`src/rtl/rbec_pkg.sv`:
```
// ----------------------------------------------------------------------------
// rbec_pkg
// shared types and constants of the rotating beacon edge capture unit
// ----------------------------------------------------------------------------
package rbec_pkg;

  localparam int MAX_BEACONS = 8;
  localparam int IDX_BITS    = 3;
  localparam int CNT_BITS    = 4;
  localparam int TIME_BITS   = 32;
  localparam int ERR_BITS    = 16;

  localparam logic [1:0] OP_TICK_BEAM  = 2'd0;
  localparam logic [1:0] OP_TICK_CLEAR = 2'd1;
  localparam logic [1:0] OP_FALL       = 2'd2;
  localparam logic [1:0] OP_RISE       = 2'd3;

  typedef struct packed {
    logic [1:0]           op;
    logic [TIME_BITS-1:0] stamp;
  } entry_t;

  typedef struct packed {
    logic [TIME_BITS-1:0] start_time;
    logic [TIME_BITS-1:0] end_time;
    logic [CNT_BITS-1:0]  beacon_count;
    logic [IDX_BITS-1:0]  beacon_index;
    logic [TIME_BITS-1:0] fall_time;
    logic [TIME_BITS-1:0] rise_time;
    logic [ERR_BITS-1:0]  overflow_count;
    logic [ERR_BITS-1:0]  deferred_count;
    logic [ERR_BITS-1:0]  unexpected_count;
    logic                 last;
  } result_t;

endpackage

```
`src/rtl/rbec_front.sv`:
```
// ----------------------------------------------------------------------------
// rbec_front
// accepts input beats, classifies them and holds them in a two-entry queue
// ----------------------------------------------------------------------------
module rbec_front (
  input  logic                            clk,
  input  logic                            rst,
  input  logic                            in_valid,
  output logic                            in_stall,
  input  logic                            func,
  input  logic                            laser_level,
  input  logic [rbec_pkg::TIME_BITS-1:0]  timestamp,
  output logic                            q_valid,
  output rbec_pkg::entry_t                q_entry,
  input  logic                            q_pop
);

  rbec_pkg::entry_t slots [2];
  logic             wr_ptr;
  logic             rd_ptr;
  logic [1:0]       fill;
  logic             push;
  logic [1:0]       op;

  always_comb begin
    unique case ({func, laser_level})
      2'b00:   op = rbec_pkg::OP_TICK_BEAM;
      2'b01:   op = rbec_pkg::OP_TICK_CLEAR;
      2'b10:   op = rbec_pkg::OP_FALL;
      default: op = rbec_pkg::OP_RISE;
    endcase
  end

  assign in_stall = (fill == 2'd2);
  assign push     = in_valid && !in_stall;
  assign q_valid  = (fill != 2'd0);
  assign q_entry  = slots[rd_ptr];

  always_ff @(posedge clk) begin
    if (push) begin
      slots[wr_ptr] <= '{op: op, stamp: timestamp};
    end
  end

  always_ff @(posedge clk) begin
    if (rst) begin
      wr_ptr <= 1'b0;
      rd_ptr <= 1'b0;
      fill   <= 2'd0;
    end else begin
      if (push) begin
        wr_ptr <= ~wr_ptr;
      end
      if (q_pop) begin
        rd_ptr <= ~rd_ptr;
      end
      unique case ({push, q_pop})
        2'b10:   fill <= fill + 2'd1;
        2'b01:   fill <= fill - 2'd1;
        default: fill <= fill;
      endcase
    end
  end

endmodule

```
`src/rtl/rbec_back.sv`:
```
// ----------------------------------------------------------------------------
// rbec_back
// capture mode machine, beacon slots and record emission through an output
// register
// ----------------------------------------------------------------------------
module rbec_back (
  input  logic               clk,
  input  logic               rst,
  input  logic               q_valid,
  input  rbec_pkg::entry_t   q_entry,
  output logic               q_pop,
  output logic               out_valid,
  input  logic               out_stall,
  output rbec_pkg::result_t  result
);

  localparam logic [1:0] MODE_STD         = 2'd0;
  localparam logic [1:0] MODE_DISABLED    = 2'd1;
  localparam logic [1:0] MODE_LAST_ONE    = 2'd2;
  localparam logic [1:0] MODE_IGNORE_RISE = 2'd3;

  localparam logic ST_IDLE = 1'b0;
  localparam logic ST_EMIT = 1'b1;

  localparam logic [rbec_pkg::CNT_BITS-1:0] CNT_FULL =
    rbec_pkg::CNT_BITS'(rbec_pkg::MAX_BEACONS);
  localparam logic [rbec_pkg::ERR_BITS-1:0] ERR_MAX = '1;

  logic                               state;
  logic [1:0]                         mode;
  logic [1:0]                         pend_mode;
  logic [rbec_pkg::TIME_BITS-1:0]     pend_time;
  logic [rbec_pkg::TIME_BITS-1:0]     rot_start;
  logic [rbec_pkg::TIME_BITS-1:0]     rot_end;
  logic [rbec_pkg::CNT_BITS-1:0]      count;
  logic [rbec_pkg::IDX_BITS-1:0]      idx;
  logic [rbec_pkg::ERR_BITS-1:0]      err_ovf;
  logic [rbec_pkg::ERR_BITS-1:0]      err_def;
  logic [rbec_pkg::ERR_BITS-1:0]      err_unx;
  logic [rbec_pkg::MAX_BEACONS-1:0]   fall_vld;
  logic [rbec_pkg::TIME_BITS-1:0]     fall_slot [rbec_pkg::MAX_BEACONS];
  logic [rbec_pkg::TIME_BITS-1:0]     rise_slot [rbec_pkg::MAX_BEACONS];

  logic                               out_free;
  logic                               not_full;
  logic [rbec_pkg::IDX_BITS-1:0]      wr_idx;
  logic                               emit_last;
  logic [1:0]                         laser_mode;
  logic                               do_fall;
  logic                               do_rise;
  rbec_pkg::result_t                  res_next;

  function automatic logic [rbec_pkg::ERR_BITS-1:0] sat_inc(
    input logic [rbec_pkg::ERR_BITS-1:0] v);
    sat_inc = (v == ERR_MAX) ? v : v + 1'b1;
  endfunction

  assign out_free = !out_valid || !out_stall;
  assign q_pop    = (state == ST_IDLE) && q_valid;
  assign not_full = (count < CNT_FULL);
  assign wr_idx   = count[rbec_pkg::IDX_BITS-1:0];

  // mode seen by an edge once last-one mode has dropped to disabled
  assign laser_mode = (mode == MODE_LAST_ONE) ? MODE_DISABLED : mode;
  assign do_fall = q_pop && (q_entry.op == rbec_pkg::OP_FALL)
                   && (mode != MODE_DISABLED) && not_full;
  assign do_rise = q_pop && (q_entry.op == rbec_pkg::OP_RISE)
                   && (mode != MODE_DISABLED) && (laser_mode != MODE_IGNORE_RISE)
                   && not_full;

  assign emit_last = (count == '0)
                     || ({1'b0, idx} + rbec_pkg::CNT_BITS'(1) == count);

  always_comb begin
    res_next.start_time       = rot_start;
    res_next.end_time         = rot_end;
    res_next.beacon_count     = count;
    res_next.overflow_count   = err_ovf;
    res_next.deferred_count   = err_def;
    res_next.unexpected_count = err_unx;
    res_next.last             = emit_last;
    if (count == '0) begin
      res_next.beacon_index = '0;
      res_next.fall_time    = '0;
      res_next.rise_time    = '0;
    end else begin
      res_next.beacon_index = idx;
      res_next.fall_time    = fall_vld[idx] ? fall_slot[idx] : '0;
      res_next.rise_time    = rise_slot[idx];
    end
  end

  // slot storage
  always_ff @(posedge clk) begin
    if (do_fall) begin
      fall_slot[wr_idx] <= q_entry.stamp;
    end
    if (do_rise) begin
      rise_slot[wr_idx] <= q_entry.stamp;
    end
  end

  always_ff @(posedge clk) begin
    if (out_free && state == ST_EMIT) begin
      result <= res_next;
    end
  end

  always_ff @(posedge clk) begin
    if (rst) begin
      state     <= ST_IDLE;
      mode      <= MODE_STD;
      pend_mode <= MODE_STD;
      pend_time <= '0;
      rot_start <= '0;
      rot_end   <= '0;
      count     <= '0;
      idx       <= '0;
      err_ovf   <= '0;
      err_def   <= '0;
      err_unx   <= '0;
      fall_vld  <= '0;
      out_valid <= 1'b0;
    end else begin
      if (out_valid && !out_stall) begin
        out_valid <= 1'b0;
      end
      unique case (state)
        ST_IDLE: begin
          if (q_pop) begin
            unique case (q_entry.op)
              rbec_pkg::OP_TICK_BEAM, rbec_pkg::OP_TICK_CLEAR: begin
                if (mode != MODE_DISABLED) begin
                  rot_end <= q_entry.stamp;
                end
                if (q_entry.op == rbec_pkg::OP_TICK_BEAM && mode == MODE_STD) begin
                  // beam still low: close one turn later
                  mode    <= MODE_LAST_ONE;
                  err_def <= sat_inc(err_def);
                end else begin
                  state     <= ST_EMIT;
                  idx       <= '0;
                  pend_time <= q_entry.stamp;
                  pend_mode <= (mode == MODE_DISABLED) ? MODE_IGNORE_RISE : MODE_STD;
                end
              end
              rbec_pkg::OP_FALL: begin
                if (mode != MODE_DISABLED) begin
                  mode <= laser_mode;
                  if (mode == MODE_LAST_ONE) begin
                    err_unx <= sat_inc(err_unx);
                  end
                  if (not_full) begin
                    fall_vld[wr_idx] <= 1'b1;
                  end
                end
              end
              default: begin
                if (mode != MODE_DISABLED) begin
                  if (laser_mode == MODE_IGNORE_RISE) begin
                    mode <= MODE_STD;
                  end else begin
                    mode <= laser_mode;
                    if (not_full) begin
                      count <= count + 1'b1;
                    end else begin
                      err_ovf <= sat_inc(err_ovf);
                    end
                  end
                end
              end
            endcase
          end
        end
        default: begin
          if (out_free) begin
            out_valid <= 1'b1;
            if (emit_last) begin
              // close the record and open the next rotation
              state     <= ST_IDLE;
              mode      <= pend_mode;
              rot_start <= pend_time;
              rot_end   <= '0;
              count     <= '0;
              err_ovf   <= '0;
              err_def   <= '0;
              err_unx   <= '0;
              fall_vld  <= '0;
            end else begin
              idx <= idx + 1'b1;
            end
          end
        end
      endcase
    end
  end

endmodule

```
`src/rtl/rotating_beacon_edge_capture_unit.sv`:
```
// ----------------------------------------------------------------------------
// rotating_beacon_edge_capture_unit
// records beacon fall and rise times per rotation and emits the record
//
// input channel: one beat per event (tick or laser edge) with its level and
// timestamp, on in_valid / in_stall. a two-entry queue takes beats while the
// capture engine is busy, so in_stall rises only when that queue is full.
// output channel: one beat per captured beacon on a closing tick, or a single
// empty beat, on out_valid / out_stall, last set on the final beat.
// edges and deferring ticks give no output. a closing tick gives N results (at
// least one); its first result passes the queue slot, the emit state and the
// output register, and the rest follow one per cycle while out_stall is low,
// limited by the single output register.
// while out_stall is high the output beat holds and an emitting engine waits;
// the queue keeps accepting until it fills.
// reset clears mode, fall-valid flags, counters and both channels; no clearing pass.
// ----------------------------------------------------------------------------
module rotating_beacon_edge_capture_unit (
  input  logic                            clk,
  input  logic                            rst,
  input  logic                            in_valid,
  output logic                            in_stall,
  input  logic                            func,
  input  logic                            laser_level,
  input  logic [rbec_pkg::TIME_BITS-1:0]  timestamp,
  output logic                            out_valid,
  input  logic                            out_stall,
  output logic [rbec_pkg::TIME_BITS-1:0]  start_time,
  output logic [rbec_pkg::TIME_BITS-1:0]  end_time,
  output logic [rbec_pkg::CNT_BITS-1:0]   beacon_count,
  output logic [rbec_pkg::IDX_BITS-1:0]   beacon_index,
  output logic [rbec_pkg::TIME_BITS-1:0]  fall_time,
  output logic [rbec_pkg::TIME_BITS-1:0]  rise_time,
  output logic [rbec_pkg::ERR_BITS-1:0]   overflow_count,
  output logic [rbec_pkg::ERR_BITS-1:0]   deferred_count,
  output logic [rbec_pkg::ERR_BITS-1:0]   unexpected_count,
  output logic                            last
);

  logic              q_valid;
  logic              q_pop;
  rbec_pkg::entry_t  q_entry;
  rbec_pkg::result_t result;

  rbec_front u_front (
    .clk         (clk),
    .rst         (rst),
    .in_valid    (in_valid),
    .in_stall    (in_stall),
    .func        (func),
    .laser_level (laser_level),
    .timestamp   (timestamp),
    .q_valid     (q_valid),
    .q_entry     (q_entry),
    .q_pop       (q_pop)
  );

  rbec_back u_back (
    .clk       (clk),
    .rst       (rst),
    .q_valid   (q_valid),
    .q_entry   (q_entry),
    .q_pop     (q_pop),
    .out_valid (out_valid),
    .out_stall (out_stall),
    .result    (result)
  );

  assign start_time       = result.start_time;
  assign end_time         = result.end_time;
  assign beacon_count     = result.beacon_count;
  assign beacon_index     = result.beacon_index;
  assign fall_time        = result.fall_time;
  assign rise_time        = result.rise_time;
  assign overflow_count   = result.overflow_count;
  assign deferred_count   = result.deferred_count;
  assign unexpected_count = result.unexpected_count;
  assign last             = result.last;

endmodule
```
`config.mk`:
```
export PLATFORM = sky130hd
export DESIGN_NAME = rotating_beacon_edge_capture_unit
export DESIGN_NICKNAME = d
export VERILOG_FILES = /design/src/rtl/rbec_pkg.sv /design/src/rtl/rbec_front.sv /design/src/rtl/rbec_back.sv /design/src/rtl/rotating_beacon_edge_capture_unit.sv
export SDC_FILE = /design/constraint.sdc
export NUM_CORES = 1
export LEC_CHECK = 0
export ABC_CLOCK_PERIOD_IN_PS = 8800
export BUFFER_PORTS_ARGS = -buffer_cell sky130_fd_sc_hd__buf_4
export CAP_MARGIN = 20
export CORE_MARGIN = 5
export CORE_UTILIZATION = 45
export DETAILED_ROUTE_END_ITERATION = 16
export HOLD_SLACK_MARGIN = 0.02
export SKIP_LAST_GASP = 1
export SYNTH_ARGS = -nofsm -noshare
export SYNTH_HDL_FRONTEND = slang
export SYNTH_HIERARCHICAL = 1
export SYNTH_SLANG_ARGS = --single-unit
```
`constraint.sdc`:
```
create_clock -name clk -period 8.8 [get_ports clk]
set_input_delay 1.32 -clock clk [delete_from_list [all_inputs] [get_ports clk]]
set_output_delay 1.32 -clock clk [all_outputs]
set_load 0.02 [all_outputs]
```
==> key figures <==
Outcome
  – Status: finished clean

Flow run
  – Total of max-cap violations: 0

Final layout
  – Count of nets after finishing: 2267
  – Ant diodes: 0
  – Design area: 40600 um2
  – P&R area growth vs syn: 17.6%
  – Sequential cell area: 26300 um2
  – Layout cells sized above 1: 26.3%
  – Filler Cell Count: 6128
  – Commonest non-fill, non-tap cell in the layout: edfxtp_1
  – Multi-input logic area: 7840 um2
  – Most frequent cells in the layout: 764 x edfxtp_1, 245 x buf_4, 170 x nand2_1
  – Non-Filler Instances: 3327

STA
  – Final hold slack: 0.426 ns
  – Worst rel slew slack: 25.2%
  – Final Max Tran Viols: 0
  – Setup repair after global routing missed its margin: no
  – Crit share post-route: 49.1%
  – Worst Max-Slew Pin Slew: 1.12 ns
  – Setup TNS: 0 ns
  – Worst Skew: 0.0182 ns
  – Hold Fails Final Rpt: 0
  – Final setup viols: 0
  – Minimum clock period after layout: 4.32 ns
  – Fmax: 231 MHz

Clock network
  – TritonCTS buffer count: 94
  – CTS root buf: clkbuf_16
  – Clk slew on worst S/H paths: 0.06 ns
  – CTS tree: done
  – # Post-CTS Setup Buffers: 0
  – Post-cts repair resize count: 0
  – Maximum clock path buffer count: 3
  – H-tree depth: 3
  – CTS sink cnt: 933
  – CTS Hold Bufs: 0
  – Worst-skew pair later-pin latency: 0.64 ns

Logic synthesis
  – Synth cell types: 69
  – Avg Cell Area, Syn: 17.5 um2
  – Number of synthesized flops with an enable pin: 764
  – Synthesized area: 34500 um2
  – Synth Flop Type: edfxtp_1
  – Mapped Nets: 2023
  – Yosys warns: 6
  – Seq cells post-synth: 933
  – Ys async rst share: 0%
  – Post-synth top area cell: edfxtp_1
  – Top post-synthesis cells by area: edfxtp_1 66%, dfxtp_1 9.8%, mux4_2 8.5%
  – Cell count after synthesis: 1974
  – Part of the Yosys area used for sequential elements: 76.2%
  – Share of Yosys cell area claimed by the top area cell type: 66.4%

GRT
  – Number of global-route vias before repair: 18600
  – Global-route wire length before repair: 119 mm
  – GRT Total Usage: 19.1%
  – Largest net degree at the start of global routing: 112
  – GR Overflow Total: 0
  – Antenna violations before repair: 0

Setup path
  – Crit. Startpoint: u_back/idx[0]
  – Crit path max fanout: 111
  – Critical path type: register to register
  – Worst Path Required: 9.32 ns
  – CP Capture Type: register
  – CP Launch Type: register
  – CP Data Arrival Time: 4.84 ns
  – Reg2reg start: u_back/idx[0]

Placed design
  – HPWL Detailed: 48.0 mm
  – IO buf count: 223
  – DP Area: 37500 um2
  – Global placement routability congestion: 0.782
  – DP Cell Count: 3145

Die
  – DIE HEIGHT: 287 um
  – Die Area: 82400 um2
  – Num rows: 101
  – Starting Density: 45.4%
  – DIE WIDTH: 287 um
  – Top Ports: 224
  – Area of the core: 76100 um2

Power and ir drop
  – VDD IR max: 0.137 mV
  – Leak Pwr: 13.1 nW
  – PwrDens: 264 nW/um2

Drt
  – Vias: 18300
  – DRT Pass-1 Iters: 5
  – DRT iter0 DRCs: 1355
  – Drt drc: 0
  – Routed Antenna Nets: 0
  – Vias per Instance: 5.49
  – Wire length per cell: 23.9 um
  – WL final: 79.5 mm

Min path
  – Hold_sp: u_back/rot_start[17]
  – Hold/Removal Path Class: register to register
## Yosys cell counts (all sizes together) (2+ instances only)
library cell and instances:
o41ai 2, nor3 11, nor4 4, a31oi 14, a22o 33, nand3 19
xor2 6, nand3b 4, o2111ai 2, o21ai 34, dfxtp 169, clkbuf 67
mux2 35, a311oi 8, nand2b 7, ha 11, xnor2 4, mux2i 66
and4 5, o31ai 2, nor3b 3, or4 7, nand2 170, or2 4
nand4 10, edfxtp 764, o21a 6, buf 40, and3 5, o22ai 2
a211oi 4, a21oi 118, nor2b 8, nor2 130, o211a 5, a41oi 7
mux4 130, inv 18, and2 7, or3 17, a21boi 2
## layout make-up
type / count / area share [%]
Sequential cell: 933 / 64.9
Multi-Input combinational cell: 916 / 19.3
Clock buffer: 127 / 6.38
Timing Repair Buffer: 255 / 5.13
Tap cell: 1030 / 3.17
Clock inverter: 48 / 0.955
Inverter: 18 / 0.185
## flip-flops by register name, indices dropped and copies added (netlist names), 2 cells and up, named ones only
| signal | count |
|---|---|
| u_back/mode | 2 |
| u_back/rot_start | 32 |
| u_front/slots | 68 |
| u_back/fall_vld | 8 |
| u_front/fill | 2 |
| u_back/rot_end | 32 |
| u_back/rise_slot | 256 |
| u_back/result | 184 |
| u_back/count | 4 |
| u_back/err_ovf | 16 |
| u_back/fall_slot | 256 |
| u_back/err_def | 16 |
| u_back/err_unx | 16 |
| u_back/pend_time | 32 |
| u_back/idx | 3 |
## worst max-delay path, stage by stage (launching register included)
cell and delay [ns]:
dfxtp_4 0.68, buf_12 0.73, ha_1 0.39, xor2_1 0.17
a2111oi_4 0.52, o21a_2 0.48, buf_4 0.41, a211oi_4 0.17
buf_4 0.33, a22o_1 0.23
## cell families after synthesis
family,share of synthesized area [%]
mux,11.5
buf+inv,1.48
compound gates,4.56
xor+xnor,0.322
fa+ha+maj,0.399
flops,76.2
simple gates,5.46
## routing by layer
layer / wire (um) / part of all wire [%] / GRT usage (%) / up-vias
met1: 33800 / 43 / 26.3 / 9508
met3: 4110 / 5.2 / 3.08 / 111
met2: 40200 / 51 / 32.4 / 476
met4: 1350 / 1.7 / 4.44 / 0
met5: 0 / 0 / 0 / -
li1: - / - / - / 8185
## stage by stage
stage	power, mW	setup WS, ns	utilization (%)
2_1_floorplan	6.36	1.86	-
3_3_place_gp	6.96	4.47	49.2
3_5_place_dp	7.00	4.38	49.2
4_1_cts	10.8	4.35	53.1
5_1_grt	11.2	4.08	53.4
6_report	10.7	4.48	53.4
## power by group
part	total (mW)	internal (mW)	switching, mW
Sequential	5.42	5.30	0.119
Clock	3.82	2.21	1.61
Combinational	1.48	0.418	1.06
Total	10.7	7.93	2.79
## worst paths after layout
kind / to / slack [ns] / cells after the start
min reg2reg: u_back/result[169] / 0.43 / 0
min: u_back/result[169] / 0.43 / 0
max: u_back/rot_end[3] / 4.48 / 9
max reg2reg: u_back/rot_end[3] / 4.48 / 9
No activity file was read; power rests on OpenSTA's default activity.
